<file path="config.mk">
export PLATFORM = sky130hd
export DESIGN_NAME = peq_seq
export DESIGN_NICKNAME = d
export VERILOG_FILES = /design/src/rtl/peq_pkg.sv /design/src/rtl/peq_seq.sv
export VERILOG_INCLUDE_DIRS = /design/src /design/src/rtl
export SDC_FILE = /design/constraint.sdc
export NUM_CORES = 1
export LEC_CHECK = 0
export BUFFER_PORTS_ARGS = -buffer_cell sky130_fd_sc_hd__buf_4
export CAP_MARGIN = 10
export CELL_PAD_IN_SITES_DETAIL_PLACEMENT = 2
export CELL_PAD_IN_SITES_GLOBAL_PLACEMENT = 2
export CORE_ASPECT_RATIO = 1.75
export CORE_MARGIN = 10
export CORE_UTILIZATION = 26
export DETAILED_ROUTE_END_ITERATION = 10
export MAX_ROUTING_LAYER = met4
export PLACE_DENSITY_LB_ADDON = 0.1
export SYNTH_ARGS = -nofsm -noshare
export SYNTH_HDL_FRONTEND = slang
export SYNTH_SLANG_ARGS = --single-unit
export TNS_END_PERCENT = 20
</file>
<file path="constraint.sdc">
create_clock -name i_clk -period 3.01 [get_ports i_clk]
set_input_delay 0.602 -clock i_clk [delete_from_list [all_inputs] [get_ports i_clk]]
set_output_delay 0.602 -clock i_clk [all_outputs]
set_load 0.1 [all_outputs]
</file>
<file path="src/rtl/parallel_biquad_equalizer_defines.svh">
// ----------------------------------------------------------------------------
// Parallel biquad equalizer assertion macros
// Shared assertion forms for the equalizer modules.
// ----------------------------------------------------------------------------
`ifndef PARALLEL_BIQUAD_EQUALIZER_DEFINES_SVH
`define PARALLEL_BIQUAD_EQUALIZER_DEFINES_SVH

// Checks a condition in the same cycle as its trigger.
`define PEQ_ASSERT_NOW(label, clk, rst_n, ante, cons) \
    label: assert property (@(posedge clk) disable iff (!rst_n) (ante) |-> (cons)) \
        else $error("peq: same-cycle check failed");

// Checks a condition in the cycle after its trigger.
`define PEQ_ASSERT_NEXT(label, clk, rst_n, ante, cons) \
    label: assert property (@(posedge clk) disable iff (!rst_n) (ante) |=> (cons)) \
        else $error("peq: next-cycle check failed");

`endif

</file>
<file path="src/rtl/peq_pkg.sv">
// ----------------------------------------------------------------------------
// Parallel biquad equalizer package
// Constants, types and saturation helpers shared by the equalizer modules.
// ----------------------------------------------------------------------------
package peq_pkg;

    localparam int DEF_NUM_BANDS    = 4;
    localparam int DEF_NUM_CHANNELS = 2;

    localparam int COEFS_PER_FILTER = 5;
    localparam int FILT_HPF         = 0;
    localparam int FILT_LPF         = 1;
    localparam int FIRST_BAND       = 2;
    localparam int MAX_ACTIVE_BANDS = 4;
    localparam int SUM_W            = 36;

    localparam int APB_AW = 5;
    localparam int APB_DW = 32;

    localparam logic [2:0] REG_HPF_ON     = 3'd0;
    localparam logic [2:0] REG_LPF_ON     = 3'd1;
    localparam logic [2:0] REG_BAND_MASK  = 3'd2;
    localparam logic [2:0] REG_CH_USED    = 3'd3;
    localparam logic [2:0] REG_COEF_INDEX = 3'd4;
    localparam logic [2:0] REG_COEF_WORD  = 3'd5;

    localparam logic [2:0] K_B0 = 3'd0;
    localparam logic [2:0] K_B1 = 3'd1;
    localparam logic [2:0] K_B2 = 3'd2;
    localparam logic [2:0] K_A1 = 3'd3;
    localparam logic [2:0] K_A2 = 3'd4;

    typedef logic [2:0] t_step;

    localparam t_step STEP_ISSUE  = 3'd0;
    localparam t_step STEP_MUL_B0 = 3'd1;
    localparam t_step STEP_ROUND  = 3'd2;
    localparam t_step STEP_FB1    = 3'd3;
    localparam t_step STEP_S1     = 3'd4;
    localparam t_step STEP_FF2    = 3'd5;
    localparam t_step STEP_WB     = 3'd6;

    localparam logic signed [47:0] SAT48_MAX  = {1'b0, {47{1'b1}}};
    localparam logic signed [47:0] SAT48_MIN  = {1'b1, {47{1'b0}}};
    localparam logic signed [31:0] SAT32_MAX  = {1'b0, {31{1'b1}}};
    localparam logic signed [31:0] SAT32_MIN  = {1'b1, {31{1'b0}}};
    localparam logic signed [23:0] SAT24_MAX  = {1'b0, {23{1'b1}}};
    localparam logic signed [23:0] SAT24_MIN  = {1'b1, {23{1'b0}}};
    localparam logic signed [56:0] ROUND_HALF = 57'sd65536;

    typedef enum logic [2:0] {
        S_IDLE = 3'b001,
        S_RUN  = 3'b010,
        S_DONE = 3'b100
    } t_seq_state;

    typedef struct packed {
        logic       hpf_on;
        logic       lpf_on;
        logic [3:0] band_mask;
        logic [1:0] channels_used;
    } t_cfg;

    typedef struct packed {
        logic  load_in;
        logic  run;
        t_step step;
        logic  band;
        logic  load_out;
    } t_mac_ctl;

    function automatic logic signed [47:0] sat48(input logic signed [56:0] v);
        logic signed [47:0] r;
        if (v[56:47] == {10{v[56]}}) begin
            r = v[47:0];
        end else begin
            r = v[56] ? SAT48_MIN : SAT48_MAX;
        end
        return r;
    endfunction

    function automatic logic signed [31:0] sat32(input logic signed [39:0] v);
        logic signed [31:0] r;
        if (v[39:31] == {9{v[39]}}) begin
            r = v[31:0];
        end else begin
            r = v[39] ? SAT32_MIN : SAT32_MAX;
        end
        return r;
    endfunction

    function automatic logic signed [23:0] sat24(input logic signed [SUM_W:0] v);
        logic signed [23:0] r;
        if (v[SUM_W:23] == {(SUM_W - 22){v[SUM_W]}}) begin
            r = v[23:0];
        end else begin
            r = v[SUM_W] ? SAT24_MIN : SAT24_MAX;
        end
        return r;
    endfunction

    // The coefficient fetched in a step feeds the multiplier in the next step.
    function automatic logic [2:0] coef_sel(input t_step step);
        logic [2:0] k;
        case (step)
            STEP_ISSUE:  k = K_B0;
            STEP_MUL_B0: k = K_B1;
            STEP_ROUND:  k = K_A1;
            STEP_FB1:    k = K_B2;
            STEP_S1:     k = K_A2;
            default:     k = K_B0;
        endcase
        return k;
    endfunction

endpackage

</file>
<file path="src/rtl/peq_seq.sv">
// ----------------------------------------------------------------------------
// Equalizer sequencer
// Takes samples, walks the enabled filters through the seven-step biquad
// schedule and hands finished samples to the output register.
// ----------------------------------------------------------------------------
`include "parallel_biquad_equalizer_defines.svh"

module peq_seq
    import peq_pkg::*;
#(
    parameter int NUM_BANDS    = DEF_NUM_BANDS,
    parameter int NUM_CHANNELS = DEF_NUM_CHANNELS,
    localparam int FILTERS    = FIRST_BAND + NUM_BANDS,
    localparam int FILT_W     = $clog2(FILTERS),
    localparam int COEF_DEPTH = FILTERS * COEFS_PER_FILTER,
    localparam int COEF_AW    = $clog2(COEF_DEPTH),
    localparam int ROWS       = FILTERS * NUM_CHANNELS,
    localparam int ROW_AW     = $clog2(ROWS)
) (
    input  logic                i_clk,
    input  logic                i_rst_n,
    input  logic                i_in_valid,
    output logic                o_in_stall,
    input  logic                i_in_channel,
    output logic                o_out_valid,
    input  logic                i_out_stall,
    output logic                o_out_channel,
    input  t_cfg                i_cfg,
    output logic [COEF_AW-1:0]  o_coef_addr,
    output logic [ROW_AW-1:0]   o_row,
    output t_mac_ctl            o_ctl
);

    t_seq_state         r_state;
    t_seq_state         n_state;
    logic [FILTERS-1:0] r_pend;
    logic [FILTERS-1:0] n_pend;
    logic [FILTERS-1:0] en;
    t_step              r_step;
    t_step              n_step;
    logic               r_ch;
    logic               r_out_valid;
    logic               n_out_valid;
    logic               r_out_channel;
    logic [FILT_W-1:0]  filt;
    logic               filtered;
    logic               out_free;

    for (genvar g = 0; g < FILTERS; g++) begin : g_en
        if (g == FILT_HPF) begin : g_hpf
            assign en[g] = i_cfg.hpf_on;
        end else if (g == FILT_LPF) begin : g_lpf
            assign en[g] = i_cfg.lpf_on;
        end else if (g - FIRST_BAND < MAX_ACTIVE_BANDS) begin : g_band
            assign en[g] = i_cfg.band_mask[g - FIRST_BAND];
        end else begin : g_off
            assign en[g] = 1'b0;
        end
    end

    always_comb begin
        filt = '0;
        for (int f = FILTERS - 1; f >= 0; f--) begin
            if (r_pend[f]) begin
                filt = FILT_W'(f);
            end
        end
    end

    assign filtered = ({1'b0, i_in_channel} < i_cfg.channels_used)
                   && (32'(i_in_channel) < NUM_CHANNELS);
    assign out_free = !r_out_valid || !i_out_stall;

    always_comb begin
        n_state        = r_state;
        n_pend         = r_pend;
        n_step         = r_step;
        o_ctl.load_in  = 1'b0;
        o_ctl.run      = 1'b0;
        o_ctl.step     = r_step;
        o_ctl.band     = (32'(filt) >= FIRST_BAND);
        o_ctl.load_out = 1'b0;
        case (r_state)
            S_IDLE: begin
                if (i_in_valid) begin
                    n_state       = S_RUN;
                    n_pend        = filtered ? en : '0;
                    n_step        = STEP_ISSUE;
                    o_ctl.load_in = 1'b1;
                end
            end
            S_RUN: begin
                if (r_pend == '0) begin
                    if (out_free) begin
                        o_ctl.load_out = 1'b1;
                        n_state        = S_IDLE;
                    end else begin
                        n_state = S_DONE;
                    end
                end else begin
                    o_ctl.run = 1'b1;
                    if (r_step == STEP_WB) begin
                        n_step = STEP_ISSUE;
                        n_pend = r_pend & ~(FILTERS'(1) << filt);
                    end else begin
                        n_step = r_step + 3'd1;
                    end
                end
            end
            S_DONE: begin
                if (out_free) begin
                    o_ctl.load_out = 1'b1;
                    n_state        = S_IDLE;
                end
            end
            default: n_state = S_IDLE;
        endcase
    end

    always_comb begin
        n_out_valid = r_out_valid;
        if (o_ctl.load_out) begin
            n_out_valid = 1'b1;
        end else if (r_out_valid && !i_out_stall) begin
            n_out_valid = 1'b0;
        end
    end

    always_ff @(posedge i_clk) begin
        if (!i_rst_n) begin
            r_state     <= S_IDLE;
            r_pend      <= '0;
            r_step      <= STEP_ISSUE;
            r_out_valid <= 1'b0;
        end else begin
            r_state     <= n_state;
            r_pend      <= n_pend;
            r_step      <= n_step;
            r_out_valid <= n_out_valid;
        end
    end

    always_ff @(posedge i_clk) begin
        if (o_ctl.load_in) begin
            r_ch <= i_in_channel;
        end
        if (o_ctl.load_out) begin
            r_out_channel <= r_ch;
        end
    end

    assign o_in_stall    = (r_state != S_IDLE);
    assign o_out_valid   = r_out_valid;
    assign o_out_channel = r_out_channel;
    assign o_coef_addr   = COEF_AW'(COEF_AW'(filt) * COEF_AW'(COEFS_PER_FILTER)
                         + COEF_AW'(coef_sel(r_step)));
    assign o_row         = ROW_AW'(ROW_AW'(filt) * ROW_AW'(NUM_CHANNELS) + ROW_AW'(r_ch));

    `PEQ_ASSERT_NOW(a_no_overwrite, i_clk, i_rst_n, o_ctl.load_out, !(r_out_valid && i_out_stall))
    `PEQ_ASSERT_NEXT(a_pend_shrinks, i_clk, i_rst_n, r_state == S_RUN, (r_pend & ~$past(r_pend)) == '0)
    `PEQ_ASSERT_NEXT(a_one_filter_done, i_clk, i_rst_n, (r_state == S_RUN) && (r_pend != '0) && (r_step == STEP_WB), ($countones(r_pend) + 1) == $countones($past(r_pend)))
    `PEQ_ASSERT_NOW(a_step_parked, i_clk, i_rst_n, r_state != S_RUN, r_step == STEP_ISSUE)

endmodule

</file>
== Yosys cells after proc, flatten, opt, wreduce, memory -nomap -nowiden ==
Cells that the tools add are included.

* Register bits: 15
* Latch bits: 0
* RAM bits: 0
* Bits in read-only memories: 0
* Input port bits: 13
* Output and inout port bits: 19
* Memories: 0

* $add $sub $neg: 3
* Multipliers: 1
* Divide/modulo/power cells: 0
* $lt $le $gt $ge: 2
* Eq/ne operators: 14
* Shift-type cells: 1
* Mux-type cells: 30
* Bitwise logic cells: 2
* Reduce and logical (&&, ||, !) cells: 10

{| class="wikitable"
|+ Operators with widths
! cell !! count
|-
| $mux 3 || 13
|-
| $mux 6 || 4
|-
| $pmux 3 s4 || 1
|-
| $pmux 6 s2 || 1
|-
| $ne 2x2->1 const B || 5
|-
| $eq 3x2->1 const B || 3
|-
| $eq 3x3->1 const B || 3
|-
| $pmux 3 s3 || 1
|-
| $mux 1 || 8
|-
| $and 6x6->6 || 1
|-
| $eq 3x1->1 const B || 2
|-
| $logic_not 6->1 || 1
|-
| $not 6->6 || 1
|-
| $pmux 3 s2 || 1
|-
| $reduce_and 3->1 || 2
|-
| $shl 1x3->6 const A || 1
|-
| $add 5x3->5 || 1
|-
| $mul 3x3->5 const B || 1
|-
| $add 4x1->4 || 1
|-
| $reduce_and 4->1 || 1
|-
| $reduce_bool 2->1 || 2
|-
| $add 3x1->3 const B || 1
|-
| $ge 3x2->1 const B || 1
|-
| $ne 3x1->1 const B || 1
|-
| other kinds (5) || 6
|}

== Logic depth before layout (Yosys ltp) ==
* Word-level depth: 12
* Mapped depth: 10
* Depth with buffers taken out: 10

== Worst setup path before layout ==
No wires, ideal clock.

* Kind: flip-flop to output port
* Start: reg r_pend[4]
* End: out o_coef_addr[3]
* Arrival time: 4745 ps
* Required time: 2408 ps
* Path slack: -2337 ps
* Stages on the path, launching flop included: 10
* Path buffers: 0
* Cells stage by stage: dfxtp_1 > nand2b_1 > a21oi_1 > nor2_1 > nor2_1 > ha_1 > ha_1 > inv_1 > fa_1 > xnor2_1

* Longest elaborated chain between the ends: 7

{| class="wikitable"
|+ Ends and longest elaborated chain
! item !! line !! text
|-
| start: declaration || peq_seq.sv:36 || <nowiki>logic [FILTERS-1:0] r_pend;</nowiki>
|-
| start signal: assignment || peq_seq.sv:137 || <nowiki>r_pend <= n_pend;</nowiki>
|-
| $mux 3 (5 in series) || peq_seq.sv:64 || <nowiki>if (r_pend[f]) begin</nowiki>
|-
| $mul 3x3->5 || peq_seq.sv:155 || <nowiki>assign o_coef_addr = COEF_AW'(COEF_AW'(filt) * COEF_AW'(COEFS_PER_FILTER)</nowiki>
|-
| $add 5x3->5 || peq_seq.sv:156 || <nowiki>+ COEF_AW'(coef_sel(r_step)));</nowiki>
|-
| end: declaration || peq_seq.sv:29 || <nowiki>output logic [COEF_AW-1:0] o_coef_addr,</nowiki>
|}

No other way between the ends.

== Worst setup path in the final report ==
* Start: reg r_pend[1]
* End: out o_coef_addr[2]

* Longest elaborated chain between the ends: 4

{| class="wikitable"
|+ Ends and longest elaborated chain
! item !! line
|-
| $mux 3 (2 in series) || peq_seq.sv:64
|-
| $mul 3x3->5 || peq_seq.sv:155
|-
| $add 5x3->5 || peq_seq.sv:156
|}

No other way between the ends.

==> impl_metrics.csv <==
group,metric,value,unit
place,place_ws,-0.135,ns
timing,fin_crit_sh,109,%
routing,first_pass_iters,4,
place,dp_hpwl,3010,um
critical_path,r2r-end,"r_pend[5]$_SDFFE_PN0P_",
critical_path,endpoint,"o_coef_addr[2]",
critical_path,end_kind,"primary output",
floorplan,num_rows,30,
grt,grt_pass1_wl,5890,um
timing,hold_viol,0,
critical_path,critPathMaxFanout,2,
yosys,syn_inst,117,
power_and_ir_drop,intPower,0.420,mW
timing,max_freq,305,MHz
yosys,syn_nets,139,
critical_path,r2r_setup_slack,1.15,ns
routing,vias,1061,
power_and_ir_drop,power.total,0.734,mW
job,cap_violations,0,
critical_path,critPathTopFamily,"adder cells",
yosys,synth_compound_area_share,20.9,%
floorplan,die_h,103,um
clock_network,clock-sinks,15,
yosys,ys_types,44,
floorplan,num_io_pins,32,
yosys,synth_common_cells,"13 x dfxtp_1, 13 x nand2_1, 8 x ha_1, 8 x nor2_1, 7 x inv_1",
routing,highest_layer,"met4",
yosys,synthTopCellsByArea,"dfxtp_1 25%, ha_1 9.7%, edfxtp_1 5.8%",
clock_network,cts_made_buffers,3,
yosys,yosys_most_used_dff,"dfxtp_1",
routing,avgRoutedWirePerCell,17.7,um
power_and_ir_drop,switchingPower,0.314,mW
clock_network,cts-root-buf,"clkbuf_8",
layout,nFillCells,434,
timing,final_max_slew_viol_count,0,
floorplan,die_area,6970,um^2
critical_path,critical_path.startpoint,"r_pend[1]$_SDFFE_PN0P_",
power_and_ir_drop,power.density,462,nW/um^2
timing,finalCriticalPeriod,3.28,ns
floorplan,start_util,26.6,%
routing,drtIter0Drc,16,
timing,worst_pin_slew,0.604,ns
critical_path,arrival,2.68,ns
yosys,ys_seq_elements,15,
routing,via_per_inst,5.10,
critical_path,worstSetupPathType,"flip-flop to primary output",
yosys,ys_async_sr_fraction,0,%
clock_network,cts.clk_slew.worst_paths,0.07,ns
routing,wl_met1,1330,um
timing,final.setup_skew,0.000682,ns
critical_path,max_stage_delay,0.55,ns
timing,rsz0062_at_grt,"yes",
layout,fin_util,41.1,%
routing,drc,0,
yosys,yosysSeqAreaShare,31.1,%
timing,final-setup-viol-count,3,
timing,hold_ws,0.479,ns
routing,dr_wl_met2,2140,um
critical_path,start_kind,"flip-flop",
grt,grt_pass1_vias,1224,
routing,antenna_left,0,
grt,grt_antenna_before_repair,0,
timing,max_slew_margin,59.6,%
grt,track_usage,11.2,%
clock_network,cts_tree,"built",
yosys,yosys.area_share.simple,25.1,%
layout,syn2layout_area_growth,54.4,%
yosys,synth_top_cell_by_area,"dfxtp_1",
power_and_ir_drop,ir_worst_vdd,0.287,mV
layout,antenna_cells,0,
yosys,synth_edf_count,2,
min_path,worstHoldStart,"r_ch$_DFFE_PP_",
place,gp_congestion,0.793,
power_and_ir_drop,seq_power_share,29.6,%
power_and_ir_drop,swShare,42.8,%
yosys,synth_top_area_share,25.3,%
yosys,synth_area,1030,um^2
power_and_ir_drop,p_clk_share,23.0,%
yosys,synth_xor_area_share,4.26,%
min_path,holdCritPathClass,"flip-flop to flip-flop",
critical_path,cp_cell_sequence,"or4_4, nor2_4, ha_4, ha_4, buf_4, inv_2, fa_2, clkinvlp_4, buf_6",
clock_network,holdBufCountCts,0,
floorplan,die_x,67.5,um
critical_path,cp_slowest_cell,"or4_4",
power_and_ir_drop,pwr-share-comb,47.4,%
yosys,yosysWarningCount,0,
critical_path,crit_top_cell,"ha_4",
yosys,synthMuxAreaShare,0.973,%
status,run_status,"finished, violations left",
routing,wl,3690,um
status,violations,"setup timing",
critical_path,cp.buffers_inverters,4,
floorplan,core_area,3870,um^2
critical_path,r2r-start,"r_pend[1]$_SDFFE_PN0P_",
clock_network,clkLatencyLatePin,0.25,ns
layout,layout-drive-gt1-share,42.5,%
clock_network,ctsHtreeMaxLevel,1,
power_and_ir_drop,leakage,0.705,nW
routing,dr_wl_met3,140,um
timing,fin_ws,-0.269,ns
clock_network,cts_buffer_depth,2,
yosys,syn_area_per_cell,8.79,um^2
critical_path,cp_num_cells,9,
grt,grt_max_degree,19,
critical_path,reg2reg_depth,6,
layout,nNetsFinal,183,
yosys,synth_fa_ha_area_share,11.7,%
grt,grt-ovfl-total,0,
yosys,synth_top_family_by_area,"simple AND/OR/NAND/NOR gates",
critical_path,cp.required,2.41,ns
place,io_buffers,31,
## cell usage in the layout, fill, tap and decap left out, types with 2 or more instances in the layout
master / n
buf_12: 2
ha_4: 3
o311a_1: 3
a21oi_1: 4
clkbuf_8: 3
ha_1: 5
nor3b_1: 3
nor2_4: 3
xnor2_1: 2
xnor2_4: 2
and2_1: 5
o21ai_0: 4
nand2b_1: 2
buf_4: 43
a221o_1: 2
dfxtp_1: 11
nand2_1: 13
dfxtp_2: 2
nor2b_1: 2
o211ai_1: 2
o2111a_1: 2
nand4b_1: 2
edfxtp_1: 2
inv_1: 5
nor2_1: 6
## logic make-up (layout without fill, tap and decap cells)
| group | count (synthesis) | in the layout |
|---|---|---|
| xor+xnor | 5 | 5 |
| compound gates | 28 | 28 |
| flops | 15 | 15 |
| simple gates | 45 | 45 |
| mux | 1 | 1 |
| buf+inv | 14 | 57 |
| fa+ha+maj | 9 | 9 |
## stage by stage
step,TNS (ns),instance area [um^2],std cells
after floorplan,-1.94,1130,117
after global placement,-0.146,1490,203
after detailed placement,-0.271,1490,203
after CTS,-0.771,1590,208
after global routing,-0.864,1590,208
final,-0.683,1590,208
## registers in the layout, summed over array words and instances, names as in the netlist
| name | cells |
|---|---|
| r_pend | 6 |
| r_state | 3 |
| r_step | 3 |
| o_out_channel | 1 |
| o_out_valid | 1 |
| r_ch | 1 |
## area by class of cell
type                            instances  area, um^2  share of cell area [%]
Multi-Input combinational cell         88         756                    47.6
Timing Repair Buffer                   46         374                    23.6
Sequential cell                        15         323                    20.3
Tap cell                               48        60.1                    3.78
Clock buffer                            4        45.0                    2.84
Inverter                                7        30.0                    1.89
## worst min path at each step
stage	endpoint	slack, ns	cells past startpoint
detailed placement	o_out_channel$_DFFE_PP_	0.45	0
global route	o_out_channel$_DFFE_PP_	0.50	0
CTS	o_out_channel$_DFFE_PP_	0.47	0
floorplan	o_out_channel$_DFFE_PP_	0.43	0
global placement	o_out_channel$_DFFE_PP_	0.46	0
finish	o_out_channel$_DFFE_PP_	0.48	0
## layer usage
metal,vias to the layer above,track usage [%]
met5,-,-
met4,0,3.33
met3,6,1.83
met2,27,21.8
met1,518,10.5
li1,510,-
## power by group through the flow
stage | clock network (mW) | logic, mW | registers [mW]
global route | 0.184 | 0.367 | 0.218
floorplan | 0 | 0.237 | 0.224
finish | 0.169 | 0.348 | 0.217
global placement | 0 | 0.323 | 0.221
CTS | 0.171 | 0.351 | 0.217
detailed placement | 0 | 0.330 | 0.221
## timing repair
| item | in CTS | in global routing |
|---|---|---|
| pin swaps | 9 | 3 |
| endpoints found under the setup margin | 3 | 3 |
| resized for setup | 8 | 0 |
| setup buffers | 1 | 0 |
(Power assumes the default switching activity.)
