===== src/rtl/parallel_biquad_equalizer_defines.svh =====
// ----------------------------------------------------------------------------
// Parallel biquad equalizer assertion macros
// Shared assertion forms for the equalizer modules.
// ----------------------------------------------------------------------------
`ifndef PARALLEL_BIQUAD_EQUALIZER_DEFINES_SVH
`define PARALLEL_BIQUAD_EQUALIZER_DEFINES_SVH

// Checks a condition in the same cycle as its trigger.
`define PEQ_ASSERT_NOW(label, clk, rst_n, ante, cons) \
    label: assert property (@(posedge clk) disable iff (!rst_n) (ante) |-> (cons)) \
        else $error("peq: same-cycle check failed");

// Checks a condition in the cycle after its trigger.
`define PEQ_ASSERT_NEXT(label, clk, rst_n, ante, cons) \
    label: assert property (@(posedge clk) disable iff (!rst_n) (ante) |=> (cons)) \
        else $error("peq: next-cycle check failed");

`endif


===== src/rtl/peq_pkg.sv =====
// ----------------------------------------------------------------------------
// Parallel biquad equalizer package
// Constants, types and saturation helpers shared by the equalizer modules.
// ----------------------------------------------------------------------------
package peq_pkg;

    localparam int DEF_NUM_BANDS    = 4;
    localparam int DEF_NUM_CHANNELS = 2;

    localparam int COEFS_PER_FILTER = 5;
    localparam int FILT_HPF         = 0;
    localparam int FILT_LPF         = 1;
    localparam int FIRST_BAND       = 2;
    localparam int MAX_ACTIVE_BANDS = 4;
    localparam int SUM_W            = 36;

    localparam int APB_AW = 5;
    localparam int APB_DW = 32;

    localparam logic [2:0] REG_HPF_ON     = 3'd0;
    localparam logic [2:0] REG_LPF_ON     = 3'd1;
    localparam logic [2:0] REG_BAND_MASK  = 3'd2;
    localparam logic [2:0] REG_CH_USED    = 3'd3;
    localparam logic [2:0] REG_COEF_INDEX = 3'd4;
    localparam logic [2:0] REG_COEF_WORD  = 3'd5;

    localparam logic [2:0] K_B0 = 3'd0;
    localparam logic [2:0] K_B1 = 3'd1;
    localparam logic [2:0] K_B2 = 3'd2;
    localparam logic [2:0] K_A1 = 3'd3;
    localparam logic [2:0] K_A2 = 3'd4;

    typedef logic [2:0] t_step;

    localparam t_step STEP_ISSUE  = 3'd0;
    localparam t_step STEP_MUL_B0 = 3'd1;
    localparam t_step STEP_ROUND  = 3'd2;
    localparam t_step STEP_FB1    = 3'd3;
    localparam t_step STEP_S1     = 3'd4;
    localparam t_step STEP_FF2    = 3'd5;
    localparam t_step STEP_WB     = 3'd6;

    localparam logic signed [47:0] SAT48_MAX  = {1'b0, {47{1'b1}}};
    localparam logic signed [47:0] SAT48_MIN  = {1'b1, {47{1'b0}}};
    localparam logic signed [31:0] SAT32_MAX  = {1'b0, {31{1'b1}}};
    localparam logic signed [31:0] SAT32_MIN  = {1'b1, {31{1'b0}}};
    localparam logic signed [23:0] SAT24_MAX  = {1'b0, {23{1'b1}}};
    localparam logic signed [23:0] SAT24_MIN  = {1'b1, {23{1'b0}}};
    localparam logic signed [56:0] ROUND_HALF = 57'sd65536;

    typedef enum logic [2:0] {
        S_IDLE = 3'b001,
        S_RUN  = 3'b010,
        S_DONE = 3'b100
    } t_seq_state;

    typedef struct packed {
        logic       hpf_on;
        logic       lpf_on;
        logic [3:0] band_mask;
        logic [1:0] channels_used;
    } t_cfg;

    typedef struct packed {
        logic  load_in;
        logic  run;
        t_step step;
        logic  band;
        logic  load_out;
    } t_mac_ctl;

    function automatic logic signed [47:0] sat48(input logic signed [56:0] v);
        logic signed [47:0] r;
        if (v[56:47] == {10{v[56]}}) begin
            r = v[47:0];
        end else begin
            r = v[56] ? SAT48_MIN : SAT48_MAX;
        end
        return r;
    endfunction

    function automatic logic signed [31:0] sat32(input logic signed [39:0] v);
        logic signed [31:0] r;
        if (v[39:31] == {9{v[39]}}) begin
            r = v[31:0];
        end else begin
            r = v[39] ? SAT32_MIN : SAT32_MAX;
        end
        return r;
    endfunction

    function automatic logic signed [23:0] sat24(input logic signed [SUM_W:0] v);
        logic signed [23:0] r;
        if (v[SUM_W:23] == {(SUM_W - 22){v[SUM_W]}}) begin
            r = v[23:0];
        end else begin
            r = v[SUM_W] ? SAT24_MIN : SAT24_MAX;
        end
        return r;
    endfunction

    // The coefficient fetched in a step feeds the multiplier in the next step.
    function automatic logic [2:0] coef_sel(input t_step step);
        logic [2:0] k;
        case (step)
            STEP_ISSUE:  k = K_B0;
            STEP_MUL_B0: k = K_B1;
            STEP_ROUND:  k = K_A1;
            STEP_FB1:    k = K_B2;
            STEP_S1:     k = K_A2;
            default:     k = K_B0;
        endcase
        return k;
    endfunction

endpackage


===== src/rtl/peq_cfg.sv =====
// ----------------------------------------------------------------------------
// Equalizer configuration registers
// APB register file and the coefficient memory with a registered read port.
// ----------------------------------------------------------------------------
module peq_cfg
    import peq_pkg::*;
#(
    parameter int NUM_BANDS = DEF_NUM_BANDS,
    localparam int COEF_DEPTH = (FIRST_BAND + NUM_BANDS) * COEFS_PER_FILTER,
    localparam int COEF_AW    = $clog2(COEF_DEPTH)
) (
    input  logic                      i_clk,
    input  logic                      i_rst_n,
    input  logic                      psel,
    input  logic                      penable,
    input  logic                      pwrite,
    input  logic [APB_AW-1:0]         paddr,
    input  logic [APB_DW-1:0]         pwdata,
    output logic [APB_DW-1:0]         prdata,
    output logic                      pready,
    output t_cfg                      o_cfg,
    input  logic [COEF_AW-1:0]        i_coef_addr,
    output logic signed [31:0]        o_coef
);

    logic              wr_en;
    logic [2:0]        reg_sel;
    logic              r_hpf_on;
    logic              r_lpf_on;
    logic [3:0]        r_band_mask;
    logic [1:0]        r_ch_used;
    logic [4:0]        r_coef_index;
    logic [31:0]       r_coef_word;
    logic [31:0]       coef_mem [COEF_DEPTH];
    logic signed [31:0] r_coef_q;

    assign pready  = 1'b1;
    assign wr_en   = psel & penable & pwrite;
    assign reg_sel = paddr[4:2];

    always_ff @(posedge i_clk) begin
        if (!i_rst_n) begin
            r_hpf_on     <= 1'b0;
            r_lpf_on     <= 1'b0;
            r_band_mask  <= 4'd0;
            r_ch_used    <= 2'd2;
            r_coef_index <= 5'd0;
            r_coef_word  <= 32'd0;
        end else if (wr_en) begin
            case (reg_sel)
                REG_HPF_ON:     r_hpf_on     <= pwdata[0];
                REG_LPF_ON:     r_lpf_on     <= pwdata[0];
                REG_BAND_MASK:  r_band_mask  <= pwdata[3:0];
                REG_CH_USED:    r_ch_used    <= pwdata[1:0];
                REG_COEF_INDEX: r_coef_index <= pwdata[4:0];
                REG_COEF_WORD:  r_coef_word  <= pwdata;
                default: ;
            endcase
        end
    end

    always_ff @(posedge i_clk) begin
        if (wr_en && (reg_sel == REG_COEF_WORD) && (32'(r_coef_index) < COEF_DEPTH)) begin
            coef_mem[COEF_AW'(r_coef_index)] <= pwdata;
        end
        r_coef_q <= coef_mem[i_coef_addr];
    end

    always_comb begin
        case (reg_sel)
            REG_HPF_ON:     prdata = {31'd0, r_hpf_on};
            REG_LPF_ON:     prdata = {31'd0, r_lpf_on};
            REG_BAND_MASK:  prdata = {28'd0, r_band_mask};
            REG_CH_USED:    prdata = {30'd0, r_ch_used};
            REG_COEF_INDEX: prdata = {27'd0, r_coef_index};
            REG_COEF_WORD:  prdata = r_coef_word;
            default:        prdata = '0;
        endcase
    end

    assign o_cfg.hpf_on        = r_hpf_on;
    assign o_cfg.lpf_on        = r_lpf_on;
    assign o_cfg.band_mask     = r_band_mask;
    assign o_cfg.channels_used = r_ch_used;
    assign o_coef              = r_coef_q;

endmodule


===== config.mk =====
export PLATFORM = sky130hd
export DESIGN_NAME = peq_cfg
export DESIGN_NICKNAME = d
export VERILOG_FILES = /design/src/rtl/parallel_biquad_equalizer_defines.svh /design/src/rtl/peq_pkg.sv /design/src/rtl/peq_cfg.sv
export SDC_FILE = /design/constraint.sdc
export NUM_CORES = 1
export LEC_CHECK = 0
export BUFFER_PORTS_ARGS = -buffer_cell sky130_fd_sc_hd__buf_2
export CAP_MARGIN = 0
export CORE_ASPECT_RATIO = 1.2
export CORE_MARGIN = 1.5
export CORE_UTILIZATION = 35
export DETAILED_ROUTE_END_ITERATION = 10
export SLEW_MARGIN = 25
export SYNTH_ARGS = -nofsm -noshare
export SYNTH_HDL_FRONTEND = slang
export SYNTH_SLANG_ARGS = --single-unit

===== constraint.sdc =====
create_clock -name i_clk -period 6.7 [get_ports i_clk]
set_input_delay 1.34 -clock i_clk [delete_from_list [all_inputs] [get_ports i_clk]]
set_output_delay 1.34 -clock i_clk [all_outputs]
set_load 0.02 [all_outputs]

Word level (Yosys, flattened, before mapping):

Memory sizes are Yosys's and may differ from the RTL's. A register that Yosys moved wholly into a read port is not among the register bits.
Cells that the tools add are included.

* $add $sub $neg: 0
* multiply operators: 0
* divide/modulo/power cells: 0
* $lt $le $gt $ge: 1
* eq/ne operators: 5
* shift-type cells: 0
* muxes and demuxes: 3
* bitwise logic cells: 2
* reductions and logical operators: 9

Operator list (number)
* 32-bit case mux with 6 select lines: 1
* 2-bit AND reduction: 6
* 3-bit by 2-bit == test with 1-bit output (second input constant): 2
* 3-bit == test (second input constant): 2
* 5-bit < comparator (second input constant): 1
* 3-bit by 1-bit == test with 1-bit output (second input constant): 1
* 3-bit logical NOT: 1
* 1-bit bitwise AND: 2
* 1-bit logical AND: 2
* 1-bit two-way mux: 2

* flip-flop bits (word level): 45
* latch bits: 0
* bits in writable memories: 960
* bits in read-only memories: 0
* input port bits: 47
* output and inout port bits: 73
* logic and storage cells: 27
* memories: 1

Memory list
* coef_mem: words 30, width 32, rd ports 1, clocked after Yosys merged registers in 1, wr ports 1, RTL line peq_cfg.sv:34 `logic [31:0] coef_mem [COEF_DEPTH];`

Depth between registers and ports, before layout:

Gate-level depths: netlist of run 1.

* depth after elaboration: 6
* gate-level depth with buffers: 8
* gate-level depth less buffers: 4

Worst setup path after synthesis of run 1:

Ideal clock, no wire load.

* path kind: input-to-reg
* from: in paddr[3]
* to: mem coef_mem[14][0], enable pin
* library setup time: 0.502 ns
* arrival: 5.162 ns
* data required time: 6.198 ns
* setup slack: 1.036 ns
* stages: 4
* buffers on the path: 0
* cell sequence: nand2b_1 -> nor3_2 -> nand2_1 -> nor4_1

* cells in the longest elaborated chain, start to end: 5

Ends and longest elaborated chain
* start, declared: RTL line peq_cfg.sv:17 `input logic [APB_AW-1:0] paddr,`
* 3-bit == test: RTL line peq_cfg.sv:63 `if (wr_en && (reg_sel == REG_COEF_WORD) && (32'(r_coef_index) < COEF_DEPTH)) begin`
* 1-bit logical AND (2 in series): RTL line peq_cfg.sv:63
* 1-bit two-way mux: RTL line peq_cfg.sv:63
* 1-bit two-way mux (not written as such): RTL line peq_cfg.sv:64 `coef_mem[COEF_AW'(r_coef_index)] <= pwdata;`
* end, declared: RTL line peq_cfg.sv:34

Every way passes these cells.

Worst setup path in the final report of run 1:

* from: in paddr[2]
* to: mem coef_mem[12][6], enable pin

The elaborated chain is that of the path after synthesis.

==> results.json, run 1 <==
{
  "status": "finished clean",
  "worst_slack_ns": 2.72,
  "cts_tree": "built",
  "p_comb_frac": 0.044,
  "p_int_mw": 10.6,
  "die-width_um": 310,
  "post_route_cells_drive_above_1_share": 0.201,
  "wl_per_cell_um": 24.8,
  "fp.coreArea_mm2": 0.113,
  "p_per_area_mw_per_mm2": 293,
  "p_clk_frac": 0.423,
  "final_util": 0.404,
  "max-cap-violations": 0,
  "antenna_found_initial": 4,
  "drt_first_iter_violations": 1901,
  "cts.repair.resized": 0,
  "ir_drop_v": 0.000206,
  "finalSetupTns_ns": 0,
  "clk_pin_slew_ns": 0.06,
  "final-max-slew-violation-count": 0,
  "clk-insertion-delay-late_ns": 0.69,
  "rsz0062_at_grt": "false",
  "worst_pin_slew_ns": 1.01,
  "drt.antenna.violating_nets": 0,
  "p_leak_nw": 15.0,
  "crit_top_cell": "buf_4",
  "fin_area_mm2": 0.0456,
  "fp.dieH_um": 372,
  "crit_fanout": 36,
  "yosysSeqAreaShare": 0.766,
  "required_ns": 7.03,
  "drc": 0,
  "worstHoldPathType": "flop to flop",
  "period_share": 0.594,
  "port_buffers": 116,
  "critical_path_class": "primary input to flop",
  "synth_cell_type_count": 49,
  "area_delta_synth_final_pct": 14.9,
  "dp_hpwl_mm": 57.8,
  "vias_per_cell": 5.21,
  "htreeDepth": 3,
  "vias": 20200,
  "syn_area_per_cell_um2": 18.6,
  "ys_seq_elements": 1037,
  "cp-start-kind": "primary input",
  "grt-ovfl-total": 0,
  "first_pass_iters": 6,
  "max_stage_delay_ns": 0.64,
  "start_util": 0.352,
  "cts_max_path_buffers": 3,
  "skew_ns": 0.0133,
  "crit_slowest_cell": "or4_1",
  "postSynthNetCount": 2184,
  "fill_cells": 10000,
  "grt_max_degree": 78,
  "numCtsBuffers": 97,
  "path_cells": "buf_2 -> and3b_1 -> buf_4 -> nand2_1 -> buf_4 -> or4_1 -> nor2_4 -> buf_4",
  "yosys_warnings": 0,
  "nets": 2337,
  "netlist_area_mm2": 0.0397,
  "rows": 135,
  "setup_viol": 0,
  "sequentialPowerShare": 0.533,
  "switching_share": 0.209,
  "ios": 120,
  "finalWirelength_mm": 96.4,
  "fmax_mhz": 251,
  "grt_pass1_wl_mm": 140,
  "slew_headroom": 0.327,
  "postCtsSetupRepairBufs": 0,
  "place_ws_ns": 1.98,
  "end_kind": "flop",
  "p_switching_mw": 2.79,
  "cts_num_sinks": 1037,
  "netlist_instances": 2137,
  "grt_pass1_vias": 21000,
  "place_area_mm2": 0.0422,
  "period_needed_ns": 3.98,
  "die_area_mm2": 0.115,
  "worst_hold_slack_ns": 0.459,
  "grt.total_usage": 0.168,
  "cp.arrival_ns": 4.31,
  "finalHoldViolations": 0,
  "hold_buffers": 0,
  "place_congestion": 0.792,
  "clockRootBuffer": "clkbuf_16"
}
## layer usage
metal	share of wire	vias up	GRT usage	routed length, um
met1	0.40	10500	0.212	38900
met5	0.000073	-	0	7
met4	0.026	2	0.0544	2510
li1	-	8898	-	-
met3	0.052	147	0.0256	5060
met2	0.52	648	0.295	49900
## kinds of logic (layout without fill, tap and decap cells)
group,after synthesis,count (layout),share of synthesized area
DFF,1037,1037,0.766
muxes,381,381,0.130
and+or+nand+nor,308,308,0.0392
AOI/OAI and AO/OA,280,280,0.0489
buffers and inverters,130,366,0.0163
other,1,3,0.0000945
## metrics by stage
step | power [mW] | std cells
floorplan | 7.58 | 2137
global placement | 7.83 | 3697
detailed placement | 7.85 | 3697
CTS | 13.5 | 3879
global route | 13.7 | 3881
finish | 13.3 | 3882
## worst paths after layout
path / start / endpoint / slack, ns / cells after the start
min reg2reg: r_coef_word[4]$_SDFFE_PN0P_ / r_coef_word[4]$_SDFFE_PN0P_ / 0.46 / 2
max reg2reg: r_coef_index[0]$_SDFFE_PN0P_ / coef_mem[13][15]$_DFFE_PP_ / 3.74 / 4
min: r_coef_word[4]$_SDFFE_PN0P_ / r_coef_word[4]$_SDFFE_PN0P_ / 0.46 / 2
max: paddr[2] / coef_mem[12][6]$_DFFE_PP_ / 2.72 / 8
## sequential cells by signal (all words and copies together), names as in the netlist
name / cells
coef_mem: 960
o_coef: 32
r_coef_word: 32
r_coef_index: 5
r_band_mask: 4
r_ch_used: 2
r_hpf_on: 1
r_lpf_on: 1
## critical path, delay by kind of cell
family,cells,cell delay (ns)
buffers and inverters,4,1.43
and+or+nand+nor,4,1.49
## cell usage after synthesis, drive strengths merged
cell / instances / area share
edfxtp: 960 / 0.73
mux2i: 256 / 0.065
mux4: 105 / 0.060
nand2: 104 / 0.0098
a22oi: 93 / 0.018
dfxtp: 77 / 0.039
buf: 70 / 0.011
clkbuf: 57 / 0.0054
o22ai: 41 / 0.0065
nor2b: 40 / 0.0063
o21ai: 39 / 0.0049
a21boi: 36 / 0.0068
nor2: 32 / 0.0030
a211oi: 30 / 0.0057
and2: 30 / 0.0047
nand3: 29 / 0.0037
nand4: 22 / 0.0035
nor3: 21 / 0.0029
mux2: 20 / 0.0058
a21oi: 14 / 0.0018
nand2b: 10 / 0.0016
a31oi: 6 / 0.00095
o221ai: 6 / 0.0013
a22o: 5 / 0.0011
a2111oi: 4 / 0.00088
or3: 4 / 0.00063
and3: 3 / 0.00047
inv: 3 / 0.00028
and3b: 2 / 0.00044
nand4b: 2 / 0.00044
nor3b: 2 / 0.00038
nor4: 2 / 0.00032
o211a: 2 / 0.00050
or4: 2 / 0.00038
a311o: 1 / 0.00025
a311oi: 1 / 0.00022
a32o: 1 / 0.00025
conb: 1 / 0.000095
nand3b: 1 / 0.00019
o211ai: 1 / 0.00019
or2: 1 / 0.00016
or4b: 1 / 0.00025
## cells in the final DEF (no fill, tap or decap), drive strengths merged, types with 3 or more instances in the layout
master	instances
clkbuf	124
o21ai	39
nand2	104
nand2b	10
buf	181
mux2i	256
clkinvlp	4
clkinv	37
nor3	21
a31oi	6
inv	8
edfxtp	960
a2111oi	4
mux2	20
o22ai	41
or3	4
nand4	22
and3	3
a21boi	36
dfxtp	77
mux4	105
a211oi	30
nand3	29
a22o	5
nor2	32
bufinv	12
o221ai	6
nor2b	40
and2	30
a21oi	14
a22oi	93
## power groups by stage
stage | clock network [mW] | registers (mW) | logic (mW)
2_1_floorplan | 0 | 7.27 | 0.309
3_3_place_gp | 0 | 7.25 | 0.585
3_5_place_dp | 0 | 7.25 | 0.599
4_1_cts | 5.75 | 7.11 | 0.601
5_1_grt | 5.99 | 7.11 | 0.634
6_report | 5.65 | 7.11 | 0.590
## cell type report
| class | instances | area (um^2) | area share |
|---|---|---|---|
| Clock buffer | 124 | 2640 | 0.0580 |
| Multi-Input combinational cell | 970 | 8880 | 0.195 |
| Inverter | 3 | 11.3 | 0.000247 |
| Tap cell | 1507 | 1890 | 0.0414 |
| Timing Repair Buffer | 181 | 1120 | 0.0245 |
| Antenna cell | 2 | 5.00 | 0.000110 |
| Sequential cell | 1037 | 30400 | 0.666 |
| Clock inverter | 58 | 653 | 0.0143 |
Power figures use the tool's default switching activity.
==> run 2, diff against run 1 <==
==> constraint.sdc (replaced) <==
create_clock -name i_clk -period 3.37 [get_ports i_clk]
set_input_delay 0.674 -clock i_clk [delete_from_list [all_inputs] [get_ports i_clk]]
set_output_delay 0.674 -clock i_clk [all_outputs]
set_load 0.02 [all_outputs]
==> run 2 against run 1 <==
Compared with the run above: core utilization grew 0.52 points; combinational power up 110%; worst hold slack got worse by 0.020 ns; critical endpoint is now prdata[3]; design area is 1.3% higher; global-route usage up 0.25 points; count of clock-buffer cells in the layout is 3 higher; total power rose by 99%; critical path type is now flop to primary output; sequential power is 98% higher; die area unchanged; sequential share of layout area fell by 0.85 points; flip-flop and latch count stayed put; clock skew grew 0.019 ns.
==> results.json, run 2 (synthesis results as in run 1) <==
{
  "status": "finished clean",
  "area_delta_synth_final_pct": 16.4,
  "drc": 0,
  "cts_max_path_buffers": 3,
  "rows": 135,
  "p_leak_nw": 15.2,
  "worst_hold_slack_ns": 0.439,
  "largest_reg_flops": 960,
  "cts_num_sinks": 1037,
  "antenna_found_initial": 4,
  "final-max-slew-violation-count": 0,
  "worst_pin_slew_ns": 0.973,
  "fp.dieH_um": 372,
  "critical_path.top_delay_family": "flip-flops",
  "path_cells": "mux2i_1 -> o21ai_0 -> buf_2",
  "die-width_um": 310,
  "slew_headroom": 0.350,
  "clk_pin_slew_ns": 0.06,
  "highest_layer": "met4",
  "finalHoldViolations": 0,
  "p_per_area_mw_per_mm2": 577,
  "crit_slowest_cell": "dfxtp_1",
  "wl_met2_mm": 51.6,
  "dp_hpwl_mm": 59.8,
  "wl_per_cell_um": 25.1,
  "grt_pass1_vias": 21100,
  "wl_met3_mm": 4.47,
  "start_util": 0.352,
  "final_util": 0.410,
  "critical_path_class": "flop to primary output",
  "final_common_cell": "edfxtp_1",
  "grt_pass1_wl_mm": 142,
  "skew_ns": 0.0328,
  "max-cap-violations": 0,
  "rsz0062_at_grt": "false",
  "layout_common_cells": "960 x edfxtp_1, 256 x mux2i_1, 112 x buf_2",
  "crit_fanout": 12,
  "die_area_mm2": 0.115,
  "place_area_mm2": 0.0428,
  "hold_buffers": 0,
  "end_kind": "primary output",
  "fin_area_mm2": 0.0462,
  "clk-insertion-delay-late_ns": 0.68,
  "period_needed_ns": 2.77,
  "first_pass_iters": 5,
  "finalWirelength_mm": 98.7,
  "port_buffers": 116,
  "fmax_mhz": 361,
  "vias": 20600,
  "fp.coreArea_mm2": 0.113,
  "m1WireLength_mm": 40.2,
  "crit_buf_inv": 1,
  "largest_register": "coef_mem",
  "setup_viol": 0,
  "post_route_cells_drive_above_1_share": 0.217,
  "grt_max_degree": 66,
  "ios": 120,
  "grt.total_usage": 0.170,
  "worstHoldPathType": "primary input to flop",
  "numCtsBuffers": 95,
  "max_stage_delay_ns": 0.82,
  "place_congestion": 0.792,
  "clockRootBuffer": "clkbuf_16",
  "period_share": 0.822,
  "cp.arrival_ns": 2.10,
  "grt-ovfl-total": 0,
  "cts_tree": "built",
  "postCtsSetupRepairBufs": 0,
  "required_ns": 2.70,
  "cts.repair.resized": 0,
  "nets": 2384,
  "htreeDepth": 3,
  "vias_per_cell": 5.24,
  "ir_drop_v": 0.000399,
  "cp-start-kind": "flop",
  "drt_first_iter_violations": 1561,
  "drt.antenna.violating_nets": 0
}
## run 2: changes by cell type in the layout (fill, tap and decap cells not counted), moves of 3 or more
cell	change
buf_4	+38
diode_2	+3
clkbuf_8	+3
buf_12	+13
nor3_2	-8
clkinv_2	-5
nor3_4	+8
## run 2: metal layers
metal / track usage / up-vias
met4: 0.0530 / 0
met5: 0 / -
met3: 0.0225 / 122
met1: 0.216 / 10900
li1: - / 8979
met2: 0.302 / 574
## run 2: area by class of cell
cell class                      instances  area, um^2
Fill cell                            9921       66500
Timing Repair Buffer                  230        1620
Clock buffer                          127        2700
Clock inverter                         52         611
Multi-Input combinational cell        970        8940
Tap cell                             1507        1890
Antenna cell                            5        12.5
Inverter                                3        11.3
Sequential cell                      1037       30400
## run 2: worst register-to-register path: stages (launching register included)
cell and delay, ns:
dfxtp_1 0.74, nand2_1 0.37, or3_1 0.57, nor3_4 0.20
buf_4 0.38
## run 2: where the power goes
| group | leakage, nW | internal, mW | switching, mW |
|---|---|---|---|
| registers | 9.26 | 14.1 | 0.0350 |
| logic | 4.35 | 0.415 | 0.790 |
| clock network | 1.62 | 6.53 | 4.75 |
## run 2: worst paths after layout
check / start / endpoint / slack, ns / depth (start not counted)
setup / recovery: r_coef_index[3]$_SDFFE_PN0P_ / prdata[3] / 0.60 / 3
setup reg to reg: r_coef_index[0]$_SDFFE_PN0P_ / coef_mem[17][5]$_DFFE_PP_ / 0.74 / 4
hold reg to reg: r_coef_word[20]$_SDFFE_PN0P_ / r_coef_word[20]$_SDFFE_PN0P_ / 0.46 / 2
hold / removal: paddr[3] / r_hpf_on$_SDFFE_PN0P_ / 0.44 / 4
## run 2: metrics by stage
stage          power, mW  std cells  setup TNS, ns  worst slack (ns)
2_1_floorplan       15.1       2137         -19.62            -0.333
3_3_place_gp        15.6       3747              0             0.425
3_5_place_dp        15.6       3747              0             0.376
4_1_cts             26.8       3926              0             0.575
5_1_grt             27.3       3929              0             0.396
6_report            26.6       3931              0             0.600
